## config.mk

```make
export PLATFORM = sky130hd
export DESIGN_NAME = compass_i2c_read_sequencer
export DESIGN_NICKNAME = d
export VERILOG_FILES = /design/src/sv/csq_pkg.sv /design/src/sv/csq_cfg.sv /design/src/sv/csq_fsm.sv /design/src/sv/compass_i2c_read_sequencer.sv
export SDC_FILE = /design/constraint.sdc
export NUM_CORES = 1
export LEC_CHECK = 0
export CAP_MARGIN = 5
export CORE_MARGIN = 5
export CORE_UTILIZATION = 60
export CTS_BUF_LIST = sky130_fd_sc_hd__clkbuf_16
export CTS_CLUSTER_DIAMETER = 40
export CTS_CLUSTER_SIZE = 14
export DETAILED_ROUTE_END_ITERATION = 6
export DONT_BUFFER_PORTS = 1
export GPL_ROUTABILITY_DRIVEN = 0
export HOLD_SLACK_MARGIN = 0.02
export MAX_ROUTING_LAYER = met4
export PLACE_DENSITY = 0.76
export RECOVER_POWER = 25
export SETUP_SLACK_MARGIN = 0.3
export SKIP_LAST_GASP = 1
export SYNTH_ARGS = -nofsm -noshare
export SYNTH_HDL_FRONTEND = slang
export SYNTH_HIERARCHICAL = 1
export SYNTH_SLANG_ARGS = --single-unit
```

## constraint.sdc

```tcl
create_clock -name aclk -period 7.3 [get_ports aclk]
set_input_delay 1.095 -clock aclk [delete_from_list [all_inputs] [get_ports aclk]]
set_output_delay 1.095 -clock aclk [all_outputs]
set_load 0.03 [all_outputs]
```

## src/sv/csq_pkg.sv

```systemverilog
// Shared types, codes and constants for the compass I2C read sequencer.
// Used by every module of the block; depends on nothing.
package csq_pkg;

    // Number of data bytes read from the compass (2 to 6).
    localparam int READ_BYTES_DEF = 6;
    localparam int BYTE_IDX_W     = 3;
    localparam int MEAS_W         = 48;

    localparam logic [6:0]  SLAVE_ADDRESS_RST = 7'd25;
    localparam logic [7:0]  COMMAND_BYTE_RST  = 8'h50;
    localparam logic [15:0] SETTLE_TICKS_RST  = 16'd10000;

    // I2C master status codes.
    localparam logic [7:0] ST_START_DONE = 8'h08;
    localparam logic [7:0] ST_ADDRW_ACK  = 8'h18;
    localparam logic [7:0] ST_DATA_ACK   = 8'h28;
    localparam logic [7:0] ST_ADDRR_ACK  = 8'h40;
    localparam logic [7:0] ST_RX_ACK     = 8'h50;
    localparam logic [7:0] ST_RX_NACK    = 8'h58;

    typedef enum logic [1:0] {
        CMD_START  = 2'd0,
        CMD_STATUS = 2'd1,
        CMD_TICK   = 2'd2
    } cmd_t;

    typedef enum logic [2:0] {
        ACT_NONE    = 3'd0,
        ACT_START   = 3'd1,
        ACT_SEND    = 3'd2,
        ACT_RX_ACK  = 3'd3,
        ACT_RX_NACK = 3'd4,
        ACT_STOP    = 3'd5
    } action_t;

    typedef enum logic [1:0] {
        CFG_SLAVE_ADDRESS = 2'd0,
        CFG_COMMAND_BYTE  = 2'd1,
        CFG_SETTLE_TICKS  = 2'd2
    } cfg_index_t;

    typedef enum logic [7:0] {
        PH_IDLE   = 8'b0000_0001,
        PH_START1 = 8'b0000_0010,
        PH_ADDRW  = 8'b0000_0100,
        PH_CMD    = 8'b0000_1000,
        PH_SETTLE = 8'b0001_0000,
        PH_START2 = 8'b0010_0000,
        PH_ADDRR  = 8'b0100_0000,
        PH_READ   = 8'b1000_0000
    } phase_t;

    typedef struct packed {
        logic [6:0]  slave_address;
        logic [7:0]  command_byte;
        logic [15:0] settle_ticks;
    } cfg_t;

    typedef struct packed {
        logic [2:0]  bus_action;
        logic [7:0]  tx_byte;
        logic        done_res;
        logic        failed;
        logic [15:0] heading;
        logic [15:0] pitch;
        logic [15:0] roll;
    } result_t;

endpackage

```

## src/sv/csq_cfg.sv

```systemverilog
// Configuration register file of the compass I2C read sequencer.
// Depends on csq_pkg.
module csq_cfg (
    input  logic             aclk,
    input  logic             aresetn,
    input  logic             wr_en,
    input  logic [1:0]       wr_addr,
    input  logic [15:0]      wr_data,
    output csq_pkg::cfg_t    cfg
);

    csq_pkg::cfg_t cfg_reg;
    csq_pkg::cfg_t cfg_next;

    always_comb begin
        cfg_next = cfg_reg;
        if (wr_en) begin
            unique case (wr_addr)
                csq_pkg::CFG_SLAVE_ADDRESS: cfg_next.slave_address = wr_data[6:0];
                csq_pkg::CFG_COMMAND_BYTE:  cfg_next.command_byte  = wr_data[7:0];
                csq_pkg::CFG_SETTLE_TICKS:  cfg_next.settle_ticks  = wr_data;
                default:                    cfg_next = cfg_reg;
            endcase
        end
    end

    always_ff @(posedge aclk) begin
        if (!aresetn) begin
            cfg_reg.slave_address <= csq_pkg::SLAVE_ADDRESS_RST;
            cfg_reg.command_byte  <= csq_pkg::COMMAND_BYTE_RST;
            cfg_reg.settle_ticks  <= csq_pkg::SETTLE_TICKS_RST;
        end else begin
            cfg_reg <= cfg_next;
        end
    end

    assign cfg = cfg_reg;

endmodule

```

## src/sv/csq_fsm.sv

```systemverilog
// Sequencing state machine: holds phase, byte index, settle counter and the
// measurement, and forms the result of one event. Depends on csq_pkg.
module csq_fsm #(
    parameter int READ_BYTES = csq_pkg::READ_BYTES_DEF
) (
    input  logic              aclk,
    input  logic              aresetn,
    input  logic              step_en,
    input  logic [1:0]        cmd,
    input  logic [7:0]        bus_status,
    input  logic [7:0]        rx_byte,
    input  csq_pkg::cfg_t     cfg,
    output csq_pkg::result_t  res
);

    localparam logic [csq_pkg::BYTE_IDX_W-1:0] LAST_IDX =
        csq_pkg::BYTE_IDX_W'(READ_BYTES - 1);
    localparam logic [csq_pkg::BYTE_IDX_W-1:0] TOP_BYTE = csq_pkg::BYTE_IDX_W'(5);

    csq_pkg::phase_t                   phase_reg, phase_next;
    logic [csq_pkg::BYTE_IDX_W-1:0]    idx_reg, idx_next;
    logic [15:0]                       wait_reg, wait_next;
    logic [csq_pkg::MEAS_W-1:0]        meas_reg, meas_next;
    logic [csq_pkg::MEAS_W-1:0]        meas_ins;
    logic [csq_pkg::BYTE_IDX_W-1:0]    byte_slot;
    logic [5:0]                        shamt;
    logic                              last;
    logic                              bad;

    // The first received byte lands in the top byte of the measurement.
    assign byte_slot = TOP_BYTE - idx_reg;
    assign shamt     = {byte_slot, 3'b000};
    assign meas_ins  = meas_reg | ({40'd0, rx_byte} << shamt);
    assign last      = (idx_reg == LAST_IDX);

    always_comb begin
        phase_next = phase_reg;
        idx_next   = idx_reg;
        wait_next  = wait_reg;
        meas_next  = meas_reg;
        res        = '0;
        bad        = 1'b0;
        case (cmd)
            csq_pkg::CMD_START: begin
                if (phase_reg == csq_pkg::PH_IDLE) begin
                    res.bus_action = csq_pkg::ACT_START;
                    phase_next     = csq_pkg::PH_START1;
                end
            end
            csq_pkg::CMD_TICK: begin
                if (phase_reg == csq_pkg::PH_SETTLE) begin
                    if (wait_reg <= 16'd1) begin
                        wait_next      = '0;
                        res.bus_action = csq_pkg::ACT_START;
                        phase_next     = csq_pkg::PH_START2;
                    end else begin
                        wait_next = wait_reg - 16'd1;
                    end
                end
            end
            csq_pkg::CMD_STATUS: begin
                unique case (phase_reg)
                    csq_pkg::PH_START1: begin
                        if (bus_status == csq_pkg::ST_START_DONE) begin
                            res.bus_action = csq_pkg::ACT_SEND;
                            res.tx_byte    = {cfg.slave_address, 1'b0};
                            phase_next     = csq_pkg::PH_ADDRW;
                        end
                    end
                    csq_pkg::PH_ADDRW: begin
                        if (bus_status == csq_pkg::ST_ADDRW_ACK) begin
                            res.bus_action = csq_pkg::ACT_SEND;
                            res.tx_byte    = cfg.command_byte;
                            phase_next     = csq_pkg::PH_CMD;
                        end else begin
                            bad = 1'b1;
                        end
                    end
                    csq_pkg::PH_CMD: begin
                        if (bus_status == csq_pkg::ST_DATA_ACK) begin
                            res.bus_action = csq_pkg::ACT_STOP;
                            wait_next      = cfg.settle_ticks;
                            phase_next     = csq_pkg::PH_SETTLE;
                        end else begin
                            bad = 1'b1;
                        end
                    end
                    csq_pkg::PH_START2: begin
                        if (bus_status == csq_pkg::ST_START_DONE) begin
                            res.bus_action = csq_pkg::ACT_SEND;
                            res.tx_byte    = {cfg.slave_address, 1'b1};
                            phase_next     = csq_pkg::PH_ADDRR;
                        end
                    end
                    csq_pkg::PH_ADDRR: begin
                        if (bus_status == csq_pkg::ST_ADDRR_ACK) begin
                            idx_next       = '0;
                            meas_next      = '0;
                            res.bus_action = csq_pkg::ACT_RX_ACK;
                            phase_next     = csq_pkg::PH_READ;
                        end else begin
                            bad = 1'b1;
                        end
                    end
                    csq_pkg::PH_READ: begin
                        if ((!last && bus_status == csq_pkg::ST_RX_ACK) ||
                            (last && bus_status == csq_pkg::ST_RX_NACK)) begin
                            meas_next = meas_ins;
                            if (last) begin
                                res.bus_action = csq_pkg::ACT_STOP;
                                res.done_res   = 1'b1;
                                res.heading    = meas_ins[47:32];
                                res.pitch      = meas_ins[31:16];
                                res.roll       = meas_ins[15:0];
                                phase_next     = csq_pkg::PH_IDLE;
                                idx_next       = '0;
                            end else begin
                                idx_next = idx_reg + 1'b1;
                                // The byte after this one is the last when idx + 1 hits the end.
                                res.bus_action = (idx_reg + 1'b1 == LAST_IDX) ?
                                                 csq_pkg::ACT_RX_NACK : csq_pkg::ACT_RX_ACK;
                            end
                        end else begin
                            bad = 1'b1;
                        end
                    end
                    default: begin
                    end
                endcase
                if (bad) begin
                    res            = '0;
                    res.bus_action = csq_pkg::ACT_STOP;
                    res.failed     = 1'b1;
                    phase_next     = csq_pkg::PH_IDLE;
                    idx_next       = '0;
                end
            end
            default: begin
            end
        endcase
    end

    always_ff @(posedge aclk) begin
        if (!aresetn) begin
            phase_reg <= csq_pkg::PH_IDLE;
            idx_reg   <= '0;
            wait_reg  <= '0;
            meas_reg  <= '0;
        end else if (step_en) begin
            phase_reg <= phase_next;
            idx_reg   <= idx_next;
            wait_reg  <= wait_next;
            meas_reg  <= meas_next;
        end
    end

endmodule

```

## src/sv/compass_i2c_read_sequencer.sv

```systemverilog
// Top level of the compass I2C read sequencer: input register, state machine
// and result register. Depends on csq_pkg, csq_cfg and csq_fsm.
//
// Each accepted event (start, bus status or tick) yields exactly one result on
// the m_ channel. An event is held in the input register, the state machine
// evaluates it against the current phase, and the result register holds the
// outcome until it is taken; a new transfer is taken every cycle as long as
// the result side keeps up, so the block sustains one event per clock.
// Configuration writes are always accepted and registered, and should only
// be made while no measurement is in progress.
module compass_i2c_read_sequencer #(
    parameter int READ_BYTES = csq_pkg::READ_BYTES_DEF
) (
    input  logic        aclk,
    input  logic        aresetn,
    input  logic        s_valid,
    output logic        s_ready,
    input  logic [1:0]  s_cmd,
    input  logic [7:0]  s_bus_status,
    input  logic [7:0]  s_rx_byte,
    output logic        m_valid,
    input  logic        m_ready,
    output logic [2:0]  m_bus_action,
    output logic [7:0]  m_tx_byte,
    output logic        m_done_res,
    output logic        m_failed,
    output logic [15:0] m_heading,
    output logic [15:0] m_pitch,
    output logic [15:0] m_roll,
    input  logic        cfg_valid,
    output logic        cfg_ready,
    input  logic [1:0]  cfg_addr,
    input  logic [15:0] cfg_data
);

    csq_pkg::cfg_t    cfg;
    csq_pkg::result_t res;
    csq_pkg::result_t res_reg;

    logic       in_vld_reg;
    logic [1:0] in_cmd_reg;
    logic [7:0] in_status_reg;
    logic [7:0] in_rx_reg;
    logic       out_vld_reg;
    logic       advance;

    // The held event moves on whenever the result register is free or being emptied.
    assign advance   = in_vld_reg && (!out_vld_reg || m_ready);
    assign s_ready   = !in_vld_reg || advance;
    assign cfg_ready = 1'b1;

    csq_cfg u_cfg (
        .aclk    (aclk),
        .aresetn (aresetn),
        .wr_en   (cfg_valid),
        .wr_addr (cfg_addr),
        .wr_data (cfg_data),
        .cfg     (cfg)
    );

    csq_fsm #(
        .READ_BYTES (READ_BYTES)
    ) u_fsm (
        .aclk       (aclk),
        .aresetn    (aresetn),
        .step_en    (advance),
        .cmd        (in_cmd_reg),
        .bus_status (in_status_reg),
        .rx_byte    (in_rx_reg),
        .cfg        (cfg),
        .res        (res)
    );

    always_ff @(posedge aclk) begin
        if (!aresetn) begin
            in_vld_reg  <= 1'b0;
            out_vld_reg <= 1'b0;
        end else begin
            if (s_ready) begin
                in_vld_reg <= s_valid;
            end
            if (advance) begin
                out_vld_reg <= 1'b1;
            end else if (m_ready) begin
                out_vld_reg <= 1'b0;
            end
        end
    end

    always_ff @(posedge aclk) begin
        if (s_ready && s_valid) begin
            in_cmd_reg    <= s_cmd;
            in_status_reg <= s_bus_status;
            in_rx_reg     <= s_rx_byte;
        end
        if (advance) begin
            res_reg <= res;
        end
    end

    assign m_valid      = out_vld_reg;
    assign m_bus_action = res_reg.bus_action;
    assign m_tx_byte    = res_reg.tx_byte;
    assign m_done_res   = res_reg.done_res;
    assign m_failed     = res_reg.failed;
    assign m_heading    = res_reg.heading;
    assign m_pitch      = res_reg.pitch;
    assign m_roll       = res_reg.roll;

endmodule

```

---- Word-level counts from Yosys, hierarchy flattened ----
Cells that the tools add are included.
W data, S select, Z words.
word-level totals
  bits in registers ....................... 187
  output and inout bits ................... 64
  logic and storage cells ................. 148
operators by class
  $add $sub $neg .......................... 3
  $lt $le $gt $ge ......................... 1
  equal/unequal tests ..................... 37
  shift-type cells ........................ 1
  multiplexer cells ....................... 55
  bitwise logic cells ..................... 5
  reductions and logical operators ........ 27
operators by type and width
  cell                     number
  $mux W48                 5
  $pmux W48 S2             1
  $mux W8                  11
  $mux W16                 4
  $mux W61                 1
  $or A48 B48 Y48          1
  $pmux W8 S3              2
  $pmux W8 S6              1
  $shl A8 B6 Y48           1
  $eq A8 B7 Y1 const B     4
  $pmux W16 S2             1
  $mux W10                 3
  $ne A4 B2 Y1 const B     7
  $mux W3                  9
  $pmux W3 S6              1
  $eq A8 B4 Y1 const B     2
  $eq A8 B5 Y1 const B     2
  $eq A8 B6 Y1 const B     2
  $le A16 B1 Y1 const B    1
  $sub A16 B1 Y16 const B  1
  $reduce_and A5 Y1        3
  $reduce_and A13 Y1       1
  $mux W1                  12
  $ne A2 B1 Y1 const B     6
  27 further kinds         47

---- Longest topological paths before layout ----
  depth after elaboration ................. 9
  depth in mapped cells ................... 9
  gate-level depth less buffers ........... 8

---- Cells and area by module ----
Netlist, hierarchy kept.
modules (own cells, without submodules)
  module                      instances  cells each  area an instance (µm²)
  csq_fsm                     1          587         4297.9
  compass_i2c_read_sequencer  1          90          2487.4
  csq_cfg                     1          128         1286.2

---- Least setup slack after synthesis ----
OpenSTA, ideal clock, no wires.
  kind .................................... in2reg
  start point ............................. input m_ready
  end point ............................... register u_fsm/idx_reg[0] (netlist bit)
  arrival time ............................ 5.601 ns
  slack ................................... 1.627 ns
  stages on the path ...................... 5
  buffers on the path ..................... 0
  cells stage by stage .................... nor2b_4 > nor2b_1 > o311ai_0 > or3_1 > a21oi_1
on the way
  longest elaborated chain between the ends .. 3
RTL lines
  element                             RTL line                          source
  from (decl)                         compass_i2c_read_sequencer.sv:22  input logic m_ready,
  $logic_or A1 B1 Y1                  compass_i2c_read_sequencer.sv:48  assign advance = in_vld_reg && (!out_vld_reg || m_ready);
  $logic_and A1 B1 Y1                 compass_i2c_read_sequencer.sv:48
  named net advance                   compass_i2c_read_sequencer.sv:45  logic advance;
  $reduce_and A5 Y1 (no source line)  --
  to (signal assigned)                csq_fsm.sv:151                    idx_reg <= idx_next;
  to (decl)                           csq_fsm.sv:21                     logic [csq_pkg::BYTE_IDX_W-1:0] idx_reg, idx_next;
The timed path passes the listed nets, and every way through them passes these cells.
A chain may end at the register's enable or synchronous reset.

---- Worst setup path in the final report ----
  start point ............................. register u_fsm.phase_reg[7]
  end point ............................... register u_fsm.phase_reg[6]
on the way
  longest elaborated chain between the ends .. 5
  elaborated cells on any way between the ends .. 24
RTL lines
  element                                                                    RTL line        source
  from (decl)                                                                csq_fsm.sv:20   csq_pkg::phase_t phase_reg, phase_next;
  from (signal assigned)                                                     csq_fsm.sv:145  phase_reg <= csq_pkg::PH_IDLE;
  from (signal assigned)                                                     csq_fsm.sv:150  phase_reg <= phase_next;
  $eq A8 B8 Y1 (tied with other cells)                                       csq_fsm.sv:62   unique case (phase_reg)
  $pmux W1 S4                                                                csq_fsm.sv:62
  $mux W1                                                                    csq_fsm.sv:43   case (cmd)
  $ne A8 B7 Y1 (no source line) (tied with other cells)                      --
  $reduce_and A13 Y1 (no source line) / $pmux W8 S3 (equally long branches)  --
Several ways; a longest one is shown, not always the timed one. The select of a mux whose other input is x is not followed.

==> results.py <==
metrics = {
    "timing": {
        "timing.hold.ws_ns": 0.462,
        "setup_viol": 0,
        "worst_slack_ns": 4.13,
        "finalHoldViolCount": 0,
        "slew_headroom_pct": 13.2,
        "rsz0062_at_grt": "no",
        "period_minus_slack_ns": 3.17,
        "fin_tns_setup_ns": 0,
        "fin_worst_skew_ns": 0.00654,
        "maxSlewViolCount": 0,
        "timing.fmax_mhz": 316,
        "worst_slew_pin_slew_ns": 1.30,
        "period_share_pct": 43.4,
    },
    "grt": {
        "grt_pass1_wl_microns": 28800,
        "use_met2_pct": 37.4,
        "grt_max_degree": 70,
        "first_global_vias": 5723,
        "overflow": 0,
        "antenna_found_initial": 0,
        "grt.busiest_layer": "met2",
        "met3_usage_pct": 5.55,
        "grt_usage_pct": 23.2,
        "use_met1_pct": 27.2,
    },
    "drt": {
        "first_pass_iters": 5,
        "wirelength_microns": 17900,
        "drtIter0Drc": 749,
        "ant_nets": 0,
        "vias": 6025,
        "wire_per_inst_microns": 18.5,
        "viasPerCell": 6.24,
        "drc": 0,
    },
    "clocking": {
        "cts-root-buf": "clkbuf_16",
        "post_cts.repair.setup_buffers": 0,
        "cts_made_buffers": 17,
        "h-tree-depth": 4,
        "clk_path_buf_depth": 2,
        "clk_pin_slew_ns": 0.06,
        "cts_tree": "yes",
        "worst_skew_pair.late_latency_ns": 0.44,
        "cts-resized-gates": 0,
        "ctsHoldBuffers": 0,
        "clock_sinks": 187,
    },
    "yosys": {
        "synthFlopType": "dfxtp_1",
        "ys_ff_latch": 187,
        "ys_types": 65,
        "netlist_area_sq_mm": 0.00807,
        "avgSynthCellArea_sq_um": 10.0,
        "seq_area_frac_synth_pct": 56.2,
        "ys_top_cells_by_area": "edfxtp_1 (29%), dfxtp_1 (27%), a21oi_1 (7.4%)",
        "synth_edf_count": 79,
        "syn_inst": 805,
        "synth_common_cells": "a21oi_1 (120), nor2_1 (119), dfxtp_1 (108)",
        "ys_warn_count": 6,
        "synth_top_area_cell": "edfxtp_1",
        "yosysMostFrequentCell": "a21oi_1",
        "netlist.area_leader.share_pct": 29.4,
        "synth_async_sr_flop_share_pct": 0,
        "synth_fp_nets": 855,
    },
    "critical_path": {
        "cp_cell_sequence": "or4_1 > or4_1 > nor2b_1 > nor3b_1 > nor2_2 > mux2i_1",
        "crit_type": "register to register",
        "critPathMaxFanout": 9,
        "cp-end-kind": "register",
        "crit_path_start_kind": "register",
        "cp_slowest_stage_delay_ns": 0.70,
        "crit_buf_inv": 0,
        "cp.required_ns": 7.67,
        "crit_family": "simple AND/OR/NAND/NOR gates",
        "crit_path_frequent_cell": "or4_1",
        "worstPathArrival_ns": 3.53,
        "crit_path_top_delay_cell": "nor2b_1",
    },
    "die": {
        "die_area_sq_mm": 0.0159,
        "core_region_area_sq_mm": 0.0132,
        "die_y_microns": 126,
        "pin_count": 105,
        "start_util_pct": 61.0,
        "die_w_microns": 126,
        "core.rowCount": 42,
    },
    "final_layout": {
        "largest_reg_flops": 48,
        "drive_gt1_share_pct": 7.09,
        "fill_cells": 1071,
        "finalNonFillerCells": 966,
        "syn2layout_area_growth_pct": 6.74,
        "antenna_cells": 0,
        "fin_nets": 827,
    },
    "pwr": {
        "p_leak_nw": 2.95,
        "ir_drop_v": 0.000134,
        "power.density_mw_per_mm2": 250,
    },
    "place": {
        "dp_cells": 934,
        "io_buffers": 0,
        "dp_slack_ns": 3.80,
        "dp_hpwl_microns": 12000,
    },
    "run": {
        "max_cap_viol_count": 0,
    },
    "run_status": {
        "status": "finished clean",
    },
    "hold_path": {
        "worstHoldPathType": "register to register",
    },
}
[routing by layer]
layer | part of all wire, % | up-vias
met5 | 0 | -
met4 | 3.6 | 0
met3 | 6.3 | 54
met2 | 49 | 278
met1 | 41 | 2858
li1 | - | 2835
[cell families (layout without fill, tap and decap cells)]
family / after synthesis / after routing / share of synthesized area (%)
simple gates: 301 / 301 / 19.1
other cells: 1 / 1 / 0.0465
mux: 30 / 30 / 3.72
flops: 187 / 187 / 56.2
compound gates: 198 / 198 / 14.9
xor+xnor: 3 / 3 / 0.326
buf+inv: 76 / 61 / 4.39
fa+ha+maj: 9 / 9 / 1.40
[tightest hold or removal path: cells and delay by family (launching register included)]
kind | cells | cell delay (ns)
DFF | 1 | 0.31
and+or+nand+nor | 1 | 0.05
muxes | 1 | 0.05
[final cells by class]
| cell class | count | area (sq um) | area share, % |
|---|---|---|---|
| clock inverters | 14 | 121 | 1.41 |
| multi-input cells | 542 | 3160 | 36.7 |
| clock buffers | 18 | 450 | 5.23 |
| inverters | 24 | 90.1 | 1.05 |
| flip-flops and latches | 187 | 4530 | 52.6 |
| repair buffers | 5 | 37.5 | 0.436 |
| well taps | 176 | 220 | 2.56 |
[placed cells by master (no fill, tap or decap), types with 12 or more instances in the layout]
master	instances
a21oi_1	119
nor2_1	119
dfxtp_1	108
edfxtp_1	79
nand2_1	63
mux2i_1	30
inv_1	25
clkbuf_16	18
o211ai_1	13
a22oi_1	13
nor4_1	12
nor3_1	12
[metrics by stage]
| stage | total power (W) | util [%] | cell area, sq um |
|---|---|---|---|
| floorplan | 0.00127 | - | 8070 |
| global placement | 0.00129 | 61.0 | 8080 |
| detailed placement | 0.00129 | 61.0 | 8080 |
| CTS | 0.00216 | 65.3 | 8650 |
| global route | 0.00221 | 65.1 | 8620 |
| finish | 0.00215 | 65.1 | 8620 |
[power breakdown]
| part | internal (W) | switching [W] | total (W) |
|---|---|---|---|
| combinational | 0.0000308 | 0.0000578 | 0.0000887 |
| sequential | 0.00112 | 0.0000581 | 0.00118 |
| clock | 0.000489 | 0.000395 | 0.000884 |
| total | 0.00164 | 0.000511 | 0.00215 |
[final timing paths]
check | cells past startpoint | slack (ns) | start | endpoint
min reg2reg | 2 | 0.46 | u_cfg/cfg[15]$_SDFFE_PN0P_ | u_cfg/cfg[15]$_SDFFE_PN0P_
max reg2reg | 6 | 4.13 | u_fsm/phase_reg[7]$_SDFFE_PN0P_ | u_fsm/phase_reg[6]$_SDFFE_PN0P_
min | 2 | 0.46 | u_cfg/cfg[15]$_SDFFE_PN0P_ | u_cfg/cfg[15]$_SDFFE_PN0P_
max | 6 | 4.13 | u_fsm/phase_reg[7]$_SDFFE_PN0P_ | u_fsm/phase_reg[6]$_SDFFE_PN0P_
Note: power is estimated with default switching activity, not from simulation.
